==> config.mk <==
export PLATFORM = sky130hd
export DESIGN_NAME = hstcp_window_update_flat
export DESIGN_NICKNAME = d
export VERILOG_FILES = /design/src/rtl/hstcp_pkg.sv /design/src/rtl/hstcp_if.sv /design/src/rtl/hstcp_ram.sv /design/src/rtl/hstcp_calc.sv /design/src/rtl/hstcp_window_update.sv /design/src/flat_wrapper.sv
export SDC_FILE = /design/constraint.sdc
export NUM_CORES = 1
export LEC_CHECK = 0
export ABC_AREA = 0
export BUFFER_PORTS_ARGS = -buffer_cell sky130_fd_sc_hd__buf_2
export CORE_AREA = 2 2 277 279
export CTS_CLUSTER_SIZE = 20
export DETAILED_ROUTE_END_ITERATION = 6
export DIE_AREA = 0 0 279 281
export MAX_ROUTING_LAYER = met4
export SETUP_SLACK_MARGIN = 0.3
export SLEW_MARGIN = 20
export SYNTH_ARGS = -nofsm -noshare
export SYNTH_HDL_FRONTEND = slang
export SYNTH_SLANG_ARGS = --single-unit
==> constraint.sdc <==
create_clock -name clk -period 9.2 [get_ports clk]
set_clock_uncertainty 0.05 [all_clocks]
set_input_delay 2.3 -clock clk [delete_from_list [all_inputs] [get_ports clk]]
set_output_delay 2.3 -clock clk [all_outputs]
set_load 0.05 [all_outputs]
==> src/rtl/hstcp_pkg.sv <==
// ----------------------------------------------------------------------------
// hstcp_pkg
// Shared types, field widths, event codes and the AIMD table constants for the
// HighSpeed TCP window engine.
// ----------------------------------------------------------------------------
package hstcp_pkg;

    localparam int KIND_W  = 2;
    localparam int CWND_W  = 25;
    localparam int THR_W   = 31;
    localparam int ACK_W   = 16;
    localparam int IDX_W   = 7;
    localparam int MD_W    = 8;
    localparam int BOUND_W = 17;

    localparam int ROM_ENTRIES   = 74;
    localparam int TABLE_ENTRIES = 74;
    localparam int USED_ENTRIES  = (TABLE_ENTRIES < ROM_ENTRIES) ? TABLE_ENTRIES : ROM_ENTRIES;
    localparam int LAST_ENTRY    = USED_ENTRIES - 1;
    localparam logic [IDX_W-1:0] LAST_IDX = IDX_W'(LAST_ENTRY);

    // per-connection state store: a single index entry
    localparam int IDX_DEPTH = 1;

    localparam logic [CWND_W-1:0] CWND_MAX  = '1;
    localparam logic [CWND_W-1:0] CLAMP_RST = '1;

    localparam logic [KIND_W-1:0] KIND_ACK  = 2'd0;
    localparam logic [KIND_W-1:0] KIND_LOSS = 2'd1;
    localparam logic [KIND_W-1:0] KIND_INIT = 2'd2;

    // upper window bound of each bracket
    localparam logic [BOUND_W-1:0] BOUND_ROM [0:ROM_ENTRIES-1] = '{
        17'd36,    17'd119,   17'd218,   17'd347,   17'd494,
        17'd495,   17'd496,   17'd663,   17'd851,   17'd1058,
        17'd1284,  17'd1529,  17'd1793,  17'd2076,  17'd2239,
        17'd2378,  17'd2699,  17'd3039,  17'd3399,  17'd3778,
        17'd4177,  17'd4596,  17'd5036,  17'd5497,  17'd5979,
        17'd6483,  17'd7009,  17'd7558,  17'd8130,  17'd8726,
        17'd9346,  17'd9991,  17'd10661, 17'd11358, 17'd12082,
        17'd12834, 17'd13614, 17'd14424, 17'd15265, 17'd17042,
        17'd17981, 17'd18955, 17'd19965, 17'd21013, 17'd22101,
        17'd23230, 17'd24402, 17'd25618, 17'd26881, 17'd28193,
        17'd29557, 17'd30975, 17'd32450, 17'd33986, 17'd35586,
        17'd37253, 17'd38992, 17'd40808, 17'd42707, 17'd44694,
        17'd46776, 17'd48961, 17'd53677, 17'd56230, 17'd58932,
        17'd61799, 17'd64851, 17'd68113, 17'd71617, 17'd73739,
        17'd75401, 17'd79517, 17'd84035, 17'd89053
    };

    // decrease factor, scaled by 256
    localparam logic [MD_W-1:0] MD_ROM [0:ROM_ENTRIES-1] = '{
        8'd128, 8'd115, 8'd107, 8'd101, 8'd99,  8'd97,  8'd96,  8'd89,
        8'd87,  8'd84,  8'd81,  8'd78,  8'd76,  8'd74,  8'd72,  8'd69,
        8'd68,  8'd67,  8'd66,  8'd65,  8'd64,  8'd63,  8'd62,  8'd61,
        8'd60,  8'd59,  8'd58,  8'd57,  8'd56,  8'd56,  8'd55,  8'd54,
        8'd54,  8'd53,  8'd52,  8'd52,  8'd51,  8'd50,  8'd50,  8'd49,
        8'd48,  8'd48,  8'd47,  8'd47,  8'd46,  8'd45,  8'd44,  8'd44,
        8'd43,  8'd42,  8'd41,  8'd41,  8'd40,  8'd39,  8'd38,  8'd38,
        8'd37,  8'd36,  8'd35,  8'd35,  8'd34,  8'd33,  8'd32,  8'd32,
        8'd31,  8'd30,  8'd29,  8'd29,  8'd28,  8'd27,  8'd26,  8'd26,
        8'd25,  8'd24
    };

    typedef enum logic {
        ST_IDLE,
        ST_EXEC
    } state_t;

    typedef struct packed {
        logic [KIND_W-1:0] kind;
        logic [CWND_W-1:0] cwnd;
        logic [CWND_W-1:0] cwnd_count;
        logic [THR_W-1:0]  slow_start_threshold;
        logic [ACK_W-1:0]  acked_segments;
        logic              window_limited;
    } item_t;

    typedef struct packed {
        logic [CWND_W-1:0] new_cwnd;
        logic [CWND_W-1:0] new_cwnd_count;
        logic [THR_W-1:0]  new_threshold;
        logic [IDX_W-1:0]  table_index;
    } result_t;

endpackage

==> src/rtl/hstcp_if.sv <==
// ----------------------------------------------------------------------------
// hstcp_in_if / hstcp_out_if
// Valid/ready channels for event beats and result beats.
// ----------------------------------------------------------------------------
interface hstcp_in_if;
    logic                              valid;
    logic                              ready;
    logic [hstcp_pkg::KIND_W-1:0]      kind;
    logic [hstcp_pkg::CWND_W-1:0]      cwnd;
    logic [hstcp_pkg::CWND_W-1:0]      cwnd_count;
    logic [hstcp_pkg::THR_W-1:0]       slow_start_threshold;
    logic [hstcp_pkg::ACK_W-1:0]       acked_segments;
    logic                              window_limited;

    modport source (
        output valid, kind, cwnd, cwnd_count, slow_start_threshold,
               acked_segments, window_limited,
        input  ready
    );
    modport sink (
        input  valid, kind, cwnd, cwnd_count, slow_start_threshold,
               acked_segments, window_limited,
        output ready
    );
endinterface

interface hstcp_out_if;
    logic                              valid;
    logic                              ready;
    logic [hstcp_pkg::CWND_W-1:0]      new_cwnd;
    logic [hstcp_pkg::CWND_W-1:0]      new_cwnd_count;
    logic [hstcp_pkg::THR_W-1:0]       new_threshold;
    logic [hstcp_pkg::IDX_W-1:0]       table_index;

    modport source (
        output valid, new_cwnd, new_cwnd_count, new_threshold, table_index,
        input  ready
    );
    modport sink (
        input  valid, new_cwnd, new_cwnd_count, new_threshold, table_index,
        output ready
    );
endinterface

==> src/rtl/hstcp_ram.sv <==
// ----------------------------------------------------------------------------
// hstcp_ram
// Generic single-write, single-read synchronous RAM with registered read data.
// ----------------------------------------------------------------------------
module hstcp_ram #(
    parameter int WIDTH = 8,
    parameter int DEPTH = 2
) (
    input  logic                                    clk,
    input  logic                                    we,
    input  logic [((DEPTH > 1) ? $clog2(DEPTH) : 1)-1:0] waddr,
    input  logic [WIDTH-1:0]                        wdata,
    input  logic                                    re,
    input  logic [((DEPTH > 1) ? $clog2(DEPTH) : 1)-1:0] raddr,
    output logic [WIDTH-1:0]                        rdata
);

    logic [WIDTH-1:0] mem [0:DEPTH-1];
    logic [WIDTH-1:0] rdata_reg;

    always_ff @(posedge clk)
    begin
        if (we)
        begin
            mem[waddr] <= wdata;
        end
        if (re)
        begin
            rdata_reg <= mem[raddr];
        end
    end

    assign rdata = rdata_reg;

endmodule

==> src/rtl/hstcp_calc.sv <==
// ----------------------------------------------------------------------------
// hstcp_calc
// Window update datapath: bracket search, slow start, additive increase and
// multiplicative decrease for one event.
// ----------------------------------------------------------------------------
module hstcp_calc (
    input  hstcp_pkg::item_t                 item,
    input  logic [hstcp_pkg::IDX_W-1:0]      cur_idx,
    input  logic [hstcp_pkg::CWND_W-1:0]     clamp,
    output hstcp_pkg::result_t               result
);

    localparam int CW = hstcp_pkg::CWND_W;
    localparam int TW = hstcp_pkg::THR_W;

    logic [hstcp_pkg::IDX_W-1:0]   srch_idx;
    logic [CW:0]                   ss_sum;
    logic [TW-1:0]                 ss_thr;
    logic [TW-1:0]                 ss_win;
    logic [CW:0]                   inc_sum;
    logic [CW:0]                   inc_left;
    logic [CW-1:0]                 inc_cwnd;
    logic [CW-1:0]                 inc_cnt;
    logic [CW+hstcp_pkg::MD_W-1:0] prod;
    logic [CW-1:0]                 dec;
    logic [CW-1:0]                 loss_t;
    logic [TW-1:0]                 loss_thr;

    // bounds ascend, so the first bound not below cwnd wins
    always_comb
    begin
        srch_idx = hstcp_pkg::LAST_IDX;
        for (int i = hstcp_pkg::LAST_ENTRY - 1; i >= 0; i--)
        begin
            if (item.cwnd <= CW'(hstcp_pkg::BOUND_ROM[i]))
            begin
                srch_idx = hstcp_pkg::IDX_W'(i);
            end
        end
    end

    // slow start
    always_comb
    begin
        ss_sum = {1'b0, item.cwnd} + (CW+1)'(item.acked_segments);
        ss_thr = (TW'(ss_sum) > item.slow_start_threshold) ?
                 item.slow_start_threshold : TW'(ss_sum);
        ss_win = (ss_thr > TW'(clamp)) ? TW'(clamp) : ss_thr;
    end

    // additive increase
    always_comb
    begin
        inc_sum  = {1'b0, item.cwnd_count} + (CW+1)'(srch_idx) + (CW+1)'(1);
        inc_cwnd = item.cwnd;
        inc_left = inc_sum;
        if (inc_sum >= {1'b0, item.cwnd})
        begin
            inc_left = inc_sum - {1'b0, item.cwnd};
            inc_cwnd = item.cwnd + CW'(1);
        end
        inc_cnt = inc_left[CW] ? hstcp_pkg::CWND_MAX : inc_left[CW-1:0];
    end

    // multiplicative decrease
    always_comb
    begin
        prod     = (CW+hstcp_pkg::MD_W)'(item.cwnd) *
                   (CW+hstcp_pkg::MD_W)'(hstcp_pkg::MD_ROM[cur_idx]);
        dec      = prod[CW+hstcp_pkg::MD_W-1:8];
        loss_t   = item.cwnd - dec;
        loss_thr = (loss_t < CW'(2)) ? TW'(2) : TW'(loss_t);
    end

    always_comb
    begin
        result.new_cwnd       = item.cwnd;
        result.new_cwnd_count = item.cwnd_count;
        result.new_threshold  = item.slow_start_threshold;
        result.table_index    = cur_idx;
        case (item.kind)
            hstcp_pkg::KIND_ACK:
            begin
                if (item.window_limited)
                begin
                    if (TW'(item.cwnd) <= item.slow_start_threshold)
                    begin
                        result.new_cwnd = ss_win[CW-1:0];
                    end
                    else
                    begin
                        result.table_index = srch_idx;
                        if (item.cwnd < clamp)
                        begin
                            result.new_cwnd       = inc_cwnd;
                            result.new_cwnd_count = inc_cnt;
                        end
                    end
                end
            end
            hstcp_pkg::KIND_LOSS:
            begin
                result.new_threshold = loss_thr;
            end
            hstcp_pkg::KIND_INIT:
            begin
                result.table_index = '0;
            end
            default:
            begin
                result.table_index = cur_idx;
            end
        endcase
    end

endmodule

==> src/rtl/hstcp_window_update.sv <==
// ----------------------------------------------------------------------------
// hstcp_window_update
// HighSpeed TCP window engine: AIMD index held in a one-entry RAM, table ROM
// in the package, one result beat per event beat.
// ----------------------------------------------------------------------------
// The index RAM is read on the accepting edge; compute, result register and
// index write-back follow in ST_EXEC, which stalls while an earlier result is
// not taken. No new event is accepted until ST_EXEC has retired, so each event
// finishes its read-modify-write of the index RAM before the next is read.
// Reset: rst_n clears the FSM, the output valid and the index valid flag
// (index reads as 0 until written); window_clamp resets to 33554431.
// ----------------------------------------------------------------------------
module hstcp_window_update (
    input  logic                           clk,
    input  logic                           rst_n,
    hstcp_in_if.sink                       req,
    hstcp_out_if.source                    rsp,
    input  logic                           cfg_we,
    input  logic [hstcp_pkg::CWND_W-1:0]   cfg_wdata
);

    localparam int AW = (hstcp_pkg::IDX_DEPTH > 1) ? $clog2(hstcp_pkg::IDX_DEPTH) : 1;

    hstcp_pkg::state_t             state_reg;
    hstcp_pkg::state_t             state_next;
    hstcp_pkg::item_t              item_reg;
    hstcp_pkg::result_t            result_reg;
    hstcp_pkg::result_t            calc_result;
    logic [hstcp_pkg::CWND_W-1:0]  clamp_reg;
    logic                          idx_valid_reg;
    logic                          out_valid_reg;
    logic [hstcp_pkg::IDX_W-1:0]   ram_rdata;
    logic [hstcp_pkg::IDX_W-1:0]   cur_idx;
    logic                          accept;
    logic                          exec_done;

    assign accept = req.valid && req.ready;

    // next state
    always_comb
    begin
        state_next = state_reg;
        case (state_reg)
            hstcp_pkg::ST_IDLE:
            begin
                if (req.valid)
                begin
                    state_next = hstcp_pkg::ST_EXEC;
                end
            end
            hstcp_pkg::ST_EXEC:
            begin
                if (exec_done)
                begin
                    state_next = hstcp_pkg::ST_IDLE;
                end
            end
            default:
            begin
                state_next = hstcp_pkg::ST_IDLE;
            end
        endcase
    end

    // FSM outputs; result slot must be free before the exec beat retires
    always_comb
    begin
        req.ready = 1'b0;
        exec_done = 1'b0;
        case (state_reg)
            hstcp_pkg::ST_IDLE:
            begin
                req.ready = 1'b1;
            end
            hstcp_pkg::ST_EXEC:
            begin
                exec_done = !out_valid_reg || rsp.ready;
            end
            default:
            begin
                req.ready = 1'b0;
            end
        endcase
    end

    always_ff @(posedge clk or negedge rst_n)
    begin
        if (!rst_n)
        begin
            state_reg     <= hstcp_pkg::ST_IDLE;
            out_valid_reg <= 1'b0;
            idx_valid_reg <= 1'b0;
            clamp_reg     <= hstcp_pkg::CLAMP_RST;
        end
        else
        begin
            state_reg <= state_next;
            if (exec_done)
            begin
                out_valid_reg <= 1'b1;
                idx_valid_reg <= 1'b1;
            end
            else if (rsp.ready)
            begin
                out_valid_reg <= 1'b0;
            end
            if (cfg_we)
            begin
                clamp_reg <= cfg_wdata;
            end
        end
    end

    always_ff @(posedge clk)
    begin
        if (accept)
        begin
            item_reg.kind                 <= req.kind;
            item_reg.cwnd                 <= req.cwnd;
            item_reg.cwnd_count           <= req.cwnd_count;
            item_reg.slow_start_threshold <= req.slow_start_threshold;
            item_reg.acked_segments       <= req.acked_segments;
            item_reg.window_limited       <= req.window_limited;
        end
        if (exec_done)
        begin
            result_reg <= calc_result;
        end
    end

    // index store: read on accept, written back when the exec beat retires
    hstcp_ram #(
        .WIDTH (hstcp_pkg::IDX_W),
        .DEPTH (hstcp_pkg::IDX_DEPTH)
    ) u_idx_ram (
        .clk   (clk),
        .we    (exec_done),
        .waddr (AW'(0)),
        .wdata (calc_result.table_index),
        .re    (accept),
        .raddr (AW'(0)),
        .rdata (ram_rdata)
    );

    always_comb
    begin
        cur_idx = idx_valid_reg ? ram_rdata : '0;
        if (cur_idx > hstcp_pkg::LAST_IDX)
        begin
            cur_idx = hstcp_pkg::LAST_IDX;
        end
    end

    hstcp_calc u_calc (
        .item   (item_reg),
        .cur_idx(cur_idx),
        .clamp  (clamp_reg),
        .result (calc_result)
    );

    assign rsp.valid          = out_valid_reg;
    assign rsp.new_cwnd       = result_reg.new_cwnd;
    assign rsp.new_cwnd_count = result_reg.new_cwnd_count;
    assign rsp.new_threshold  = result_reg.new_threshold;
    assign rsp.table_index    = result_reg.table_index;

    a_accept_to_exec: assert property (@(posedge clk) disable iff (!rst_n)
        accept |=> state_reg == hstcp_pkg::ST_EXEC)
        else $error("accepted beat did not enter exec");

    a_valid_source: assert property (@(posedge clk) disable iff (!rst_n)
        $rose(rsp.valid) |-> $past(state_reg == hstcp_pkg::ST_EXEC))
        else $error("result valid without an exec beat");

    a_index_range: assert property (@(posedge clk) disable iff (!rst_n)
        rsp.valid |-> rsp.table_index <= hstcp_pkg::LAST_IDX)
        else $error("table index out of range");

    a_no_overwrite: assert property (@(posedge clk) disable iff (!rst_n)
        (rsp.valid && !rsp.ready) |=> $stable(result_reg))
        else $error("pending result overwritten");

endmodule

==> src/flat_wrapper.sv <==
// flat-port wrapper written by rule: the top's interface ports become plain ports
module hstcp_window_update_flat 
  (clk, rst_n, cfg_we, cfg_wdata, req_valid, req_kind, req_cwnd, req_cwnd_count, req_slow_start_threshold, req_acked_segments, req_window_limited, req_ready, rsp_valid, rsp_new_cwnd, rsp_new_cwnd_count, rsp_new_threshold, rsp_table_index, rsp_ready);
  hstcp_in_if req_i ();
  hstcp_out_if rsp_i ();
  input  logic clk;
  input  logic rst_n;
  input  logic cfg_we;
  input  logic [hstcp_pkg::CWND_W-1:0] cfg_wdata;
  input wire logic [$bits(req_i.valid)-1:0] req_valid;
  input wire logic [$bits(req_i.kind)-1:0] req_kind;
  input wire logic [$bits(req_i.cwnd)-1:0] req_cwnd;
  input wire logic [$bits(req_i.cwnd_count)-1:0] req_cwnd_count;
  input wire logic [$bits(req_i.slow_start_threshold)-1:0] req_slow_start_threshold;
  input wire logic [$bits(req_i.acked_segments)-1:0] req_acked_segments;
  input wire logic [$bits(req_i.window_limited)-1:0] req_window_limited;
  output wire logic [$bits(req_i.ready)-1:0] req_ready;
  output wire logic [$bits(rsp_i.valid)-1:0] rsp_valid;
  output wire logic [$bits(rsp_i.new_cwnd)-1:0] rsp_new_cwnd;
  output wire logic [$bits(rsp_i.new_cwnd_count)-1:0] rsp_new_cwnd_count;
  output wire logic [$bits(rsp_i.new_threshold)-1:0] rsp_new_threshold;
  output wire logic [$bits(rsp_i.table_index)-1:0] rsp_table_index;
  input wire logic [$bits(rsp_i.ready)-1:0] rsp_ready;
  assign req_i.valid = req_valid;
  assign req_i.kind = req_kind;
  assign req_i.cwnd = req_cwnd;
  assign req_i.cwnd_count = req_cwnd_count;
  assign req_i.slow_start_threshold = req_slow_start_threshold;
  assign req_i.acked_segments = req_acked_segments;
  assign req_i.window_limited = req_window_limited;
  assign req_ready = req_i.ready;
  assign rsp_valid = rsp_i.valid;
  assign rsp_new_cwnd = rsp_i.new_cwnd;
  assign rsp_new_cwnd_count = rsp_i.new_cwnd_count;
  assign rsp_new_threshold = rsp_i.new_threshold;
  assign rsp_table_index = rsp_i.table_index;
  assign rsp_i.ready = rsp_ready;
  hstcp_window_update u_core (.clk(clk), .rst_n(rst_n), .req(req_i), .rsp(rsp_i), .cfg_we(cfg_we), .cfg_wdata(cfg_wdata));
endmodule
======== Yosys cells after proc, flatten, opt, wreduce, memory -nomap -nowiden ========
Memory sizes are Yosys's and may differ from the RTL's. A register that Yosys moved wholly into a read port is not among the register bits.
Cells that the tools add are included.
cells by class
  $add $sub $neg .......................... 6
  reductions and logical operators ........ 5
  eq/ne operators ......................... 2
  $lt $le $gt $ge ......................... 81
  bitwise operators ....................... 2
  multipliers ............................. 1
  multiplexer cells ....................... 101
operator list
  kind                                                              number
  two-way mux 7 bit                                                 76
  less-or-equal comparator 25 x 15 -> 1 bit, second input constant  14
  less-or-equal comparator 25 x 16 -> 1 bit, second input constant  14
  less-or-equal comparator 25 x 14 -> 1 bit, second input constant  10
  less-or-equal comparator 25 x 13 -> 1 bit, second input constant  9
  less-or-equal comparator 25 x 12 -> 1 bit, second input constant  7
  less-or-equal comparator 25 x 17 -> 1 bit, second input constant  6
  two-way mux 25 bit                                                6
  two-way mux 50 bit                                                3
  less-or-equal comparator 25 x 11 -> 1 bit, second input constant  4
  less-or-equal comparator 25 x 9 -> 1 bit, second input constant   4
  two-way mux 31 bit                                                2
  less-or-equal comparator 25 x 10 -> 1 bit, second input constant  2
  multiplier 25 x 8 -> 33 bit                                       1
  greater-than comparator 26 x 31 -> 1 bit                          1
  greater-than comparator 31 x 25 -> 1 bit                          1
  less-or-equal comparator 25 x 31 -> 1 bit                         1
  adder 25 x 16 -> 26 bit                                           1
  adder 25 x 7 -> 26 bit                                            1
  adder 26 x 1 -> 26 bit, second input constant                     1
  >= comparator 26 x 25 -> 1 bit                                    1
  two-way mux 26 bit                                                1
  subtractor 26 x 25 -> 26 bit                                      1
  adder 25 x 1 -> 25 bit, second input constant                     1
  other kinds (21)                                                  30
word-level totals
  memories ................................ 2
  output and inout port bits .............. 90
  bits in registers ....................... 216
  bits in read-only memories .............. 1024
  bits in writable memories ............... 7
memories
  memory                words  width  rd ports  clocked after memory_dff  write ports  RTL line          source
  (name not given)      128    8      1         0                         0            hstcp_calc.sv:69  (CW+hstcp_pkg::MD_W)'(hstcp_pkg::MD_ROM[cur_idx]);
  u_core.u_idx_ram.mem  1      7      1         1                         1            hstcp_ram.sv:18   logic [WIDTH-1:0] mem [0:DEPTH-1];

======== Logic depth before layout (Yosys ltp) ========
  word-level depth ........................ 83
  gate-level depth with buffers ........... 47

======== By module ========
Synthesis repeated with hierarchy kept, for this count alone.
unflattened totals
  cell total of the unflattened synthesis .. 3086
  area, all modules ....................... 26909.6 µm²
modules (own cells, without submodules)
  module               sequential area each (µm²)  cells an instance  instances  area each (µm²)
  hstcp_calc           0.0                         2807               1          19578.8
  hstcp_window_update  6377.4                      265                1          6910.4
  hstcp_ram            420.4                       14                 1          420.4

======== Worst setup path before layout ========
Ideal clock, no wire load.
  kind .................................... reg-to-reg
  from .................................... reg u_core.u_idx_ram.rdata_reg[4], in the netlist u_core.u_idx_ram.rdata[4], read port of u_core.u_idx_ram.mem
  to ...................................... reg u_core.result_reg (netlist bit u_core.rsp.new_threshold[0]) (data pin)
  library setup time ...................... 0.257 ns
  data required time ...................... 8.893 ns
  arrival ................................. 9.257 ns
  cell stages (with the launch flop) ...... 43
  slack ................................... -0.363 ns
  cell sequence ........................... edfxtp_1 > buf_4 > nor2_1 > nand2_1 > a21oi_1 > inv_1 > ha_1 > o21ai_0 > nand2_1 > a21oi_1 > o21bai_1 > nor2_1 > a31oi_1 > o22a_1 > clkbuf_1 > and2_1 > fa_1 > fa_1 > [... 7 more ...] > nor2_1 > or3_1 > o21ai_0 > nand2b_1 > a21oi_1 > xor2_1 > ha_1 > a21o_1 > a211oi_1 > nand2_1 > a311o_1 > a31oi_1 > o21bai_1 > a21oi_1 > xnor2_1 > or3_1 > a21oi_1 > nor2_1
RTL lines
  what                  RTL line                    source
  from (decl)           hstcp_ram.sv:19             logic [WIDTH-1:0] rdata_reg;
  to (signal assigned)  hstcp_window_update.sv:127  result_reg <= calc_result;
  to (decl)             hstcp_window_update.sv:27   hstcp_pkg::result_t result_reg;

==> metrics.yaml <==
run_status:
  status: "complete, no violations"
detailed_routing:
  vias_per_cell: 5.81
  drcViolationCount: 0
  drtPass1Iterations: 6
  ant_nets: 0
  num_vias: 28800
  wl_per_cell_um: 26.3
  drt_iter0_drc: 2794
  routed_wl_um: 130000
clocking:
  cts_buffer_depth: 3
  htree_num_levels: 1
  path_clk_slew_ps: 70
  cts_tree: "built"
  cts_root_buf: "clkbuf_16"
  clk_latency_ps: 630
  cts_made_buffers: 29
  cts_num_sinks: 223
  cts-hold-fix-buffers: 0
setup_path:
  path_buf_inv: 3
  cp_slowest_stage_delay_ps: 590
  cp.arrival_ps: 9230
  start_kind: "flip-flop"
  worstSetupPathType: "flip-flop to flip-flop"
  crit_path_max_fanout: 6
  crit_family: "compound AO/OA/AOI/OAI gates"
  crit_cells: 40
  end_kind: "flip-flop"
  cp_slowest_cell: "fa_2"
  rr_worst_depth: 40
  cp_data_required_time_ps: 9500
synth:
  ys_types: 106
  synth-seq-cells: 223
  synth_top_area_frac: 0.224
  async_flop_share: 0.126
  synth.area.mux_share: 0.0131
  ys.flop_type: "edfxtp_1"
  yosys-top-cells-area: "edfxtp_1, ha_1, fa_1, nand2_1, o21ai_0"
  synth_area_mm2: 0.0262
  synth_xor_area_frac: 0.0368
  yosys.area_share.adder: 0.218
  synth_edf_count: 195
  synth_top_cell_by_area: "edfxtp_1"
  yosys.area_share.simple: 0.214
  yosys_warnings: 0
  synth_seq_area_share: 0.252
  synth_top_family_by_area: "adder cells"
  synthesis.instances: 3076
  syn-num-nets: 3577
  synth_compound_area_frac: 0.213
  synth.avg_cell_area_um2: 8.51
sta:
  fmax_ghz: 0.112
  min_period_over_period: 0.970
  min_period_ps: 8930
  finalHoldViolCount: 0
  setup_viol: 0
  finalMaxSlewViolations: 0
  worst_pin_slew_ps: 1180
  rsz0062_at_grt: "true"
  slew_headroom: 0.211
  fin_tns_setup_ps: 0
floorplanning:
  dieArea_mm2: 0.0784
  fp.dieH_um: 281
  io_pins: 220
  start_util: 0.347
  die_w_um: 279
  core-area_mm2: 0.0754
  fp-row-count: 101
cells_and_area:
  largest_register_ffs: 100
  stdcell_count: 4953
  drive_above_1_share: 0.329
  nFillCells: 7262
  seq_area_mm2: 0.00659
  nNetsFinal: 4448
  layout_commonest_cell: "buf_4"
  syn2layout_area_growth_pct: 37.9
  multi_input_area_mm2: 0.0191
  layout_common_cells: "buf_4, nand2_1, buf_2"
grt:
  grt_pass1_vias: 28400
  grt_use_total: 0.333
  grt_pass1_wl_um: 189000
  grt_max_degree: 60
  grt_overflow: 0
  antenna_found_initial: 10
place:
  dpl.cell_count: 4827
  hpwl_um: 103000
  portBuffers: 219
  place.gp.congestion: 1.10
flow_run:
  max-cap-violations: 0
min_path:
  hold_depth: 0
  min_path_type: "flip-flop to flip-flop"
## layer usage
layer	up-vias	share of wire	global-route usage
met5	-	0	-
met4	0	0.049	0.138
met3	310	0.089	0.0577
met2	1461	0.44	0.501
met1	14100	0.42	0.442
li1	12900	-	-
## cell usage after synthesis, drive strengths merged (11+ instances only)
cell and n:
o22ai 17, edfxtp 195, a311oi 17, nor4 39, a21o 66, nand3 78
or3 23, nor3 69, dfstp 25, nor2 209, xor2 41, o211ai 20
fa 141, and2 124, buf 36, a211oi 31, xnor2 69, o2111ai 12
a31o 11, mux2 18, o21bai 13, a21boi 16, nand4 53, o41ai 11
a21oi 205, mux2i 14, ha 230, nand2 366, or2 19, or4 14
nor2b 34, o31ai 21, inv 201, a31oi 48, o21ai 216, o21a 38
nand2b 25, clkbuf 125, a22oi 16, and3 38
## what timing repair did
action | 4_1_cts | 5_1_grt
resized for setup | 55 | 143
setup endpoints to repair | 21 | 58
endpoints found under the hold margin | 0 | 0
pin swaps | 56 | 92
buffers inserted | 29 | 36
gates cloned | 1 | 1
## cells by family after synthesis
| logic type | count (synthesis) |
|---|---|
| DFF | 223 |
| muxes | 32 |
| AOI/OAI and AO/OA | 851 |
| adders and majority gates | 371 |
| xor gates and xnor gates | 110 |
| and+or+nand+nor | 1124 |
| buffers and inverters | 365 |
## final cells by class
type | instances | area share
Antenna cell | 5 | 0.000347
Clock buffer | 39 | 0.0226
Clock inverter | 15 | 0.00499
Inverter | 204 | 0.0215
Multi-Input combinational cell | 2489 | 0.530
Sequential cell | 223 | 0.183
Tap cell | 978 | 0.0339
Timing Repair Buffer | 1000 | 0.204
## through the flow
step | cell area (µm²) | hold WS [ps] | setup slack, ps | utilization
floorplan | 26200 | 443 | 305 | -
global placement | 33700 | 392 | -133 | 0.446
detailed placement | 33700 | 395 | -87.6 | 0.446
CTS | 35100 | 425 | 292 | 0.466
global route | 36100 | 435 | -154 | 0.478
finish | 36100 | 420 | 272 | 0.478
## path summary, 6_finish.rpt
| check | end | slack, ps | start |
|---|---|---|---|
| max | u_core.rsp.new_threshold[0]$_DFFE_PP_ | 270 | u_core.u_idx_ram.rdata[2]$_DFFE_PP_ |
| min | u_core.u_idx_ram.rdata[2]$_DFFE_PP_ | 420 | u_core.rsp.table_index[2]$_DFFE_PP_ |
| max reg2reg | u_core.rsp.new_threshold[0]$_DFFE_PP_ | 270 | u_core.u_idx_ram.rdata[2]$_DFFE_PP_ |
| min reg2reg | u_core.u_idx_ram.rdata[2]$_DFFE_PP_ | 420 | u_core.rsp.table_index[2]$_DFFE_PP_ |
| max in group asynchronous | u_core.idx_valid_reg$_DFFE_PN0P_ | 6780 | rst_n |
| min in group asynchronous | u_core.state_reg$_DFF_PN0_ | 1710 | rst_n |
Power is not shown: default switching activity piles up to over one toggle a cycle in this logic, so the estimate is an artifact.
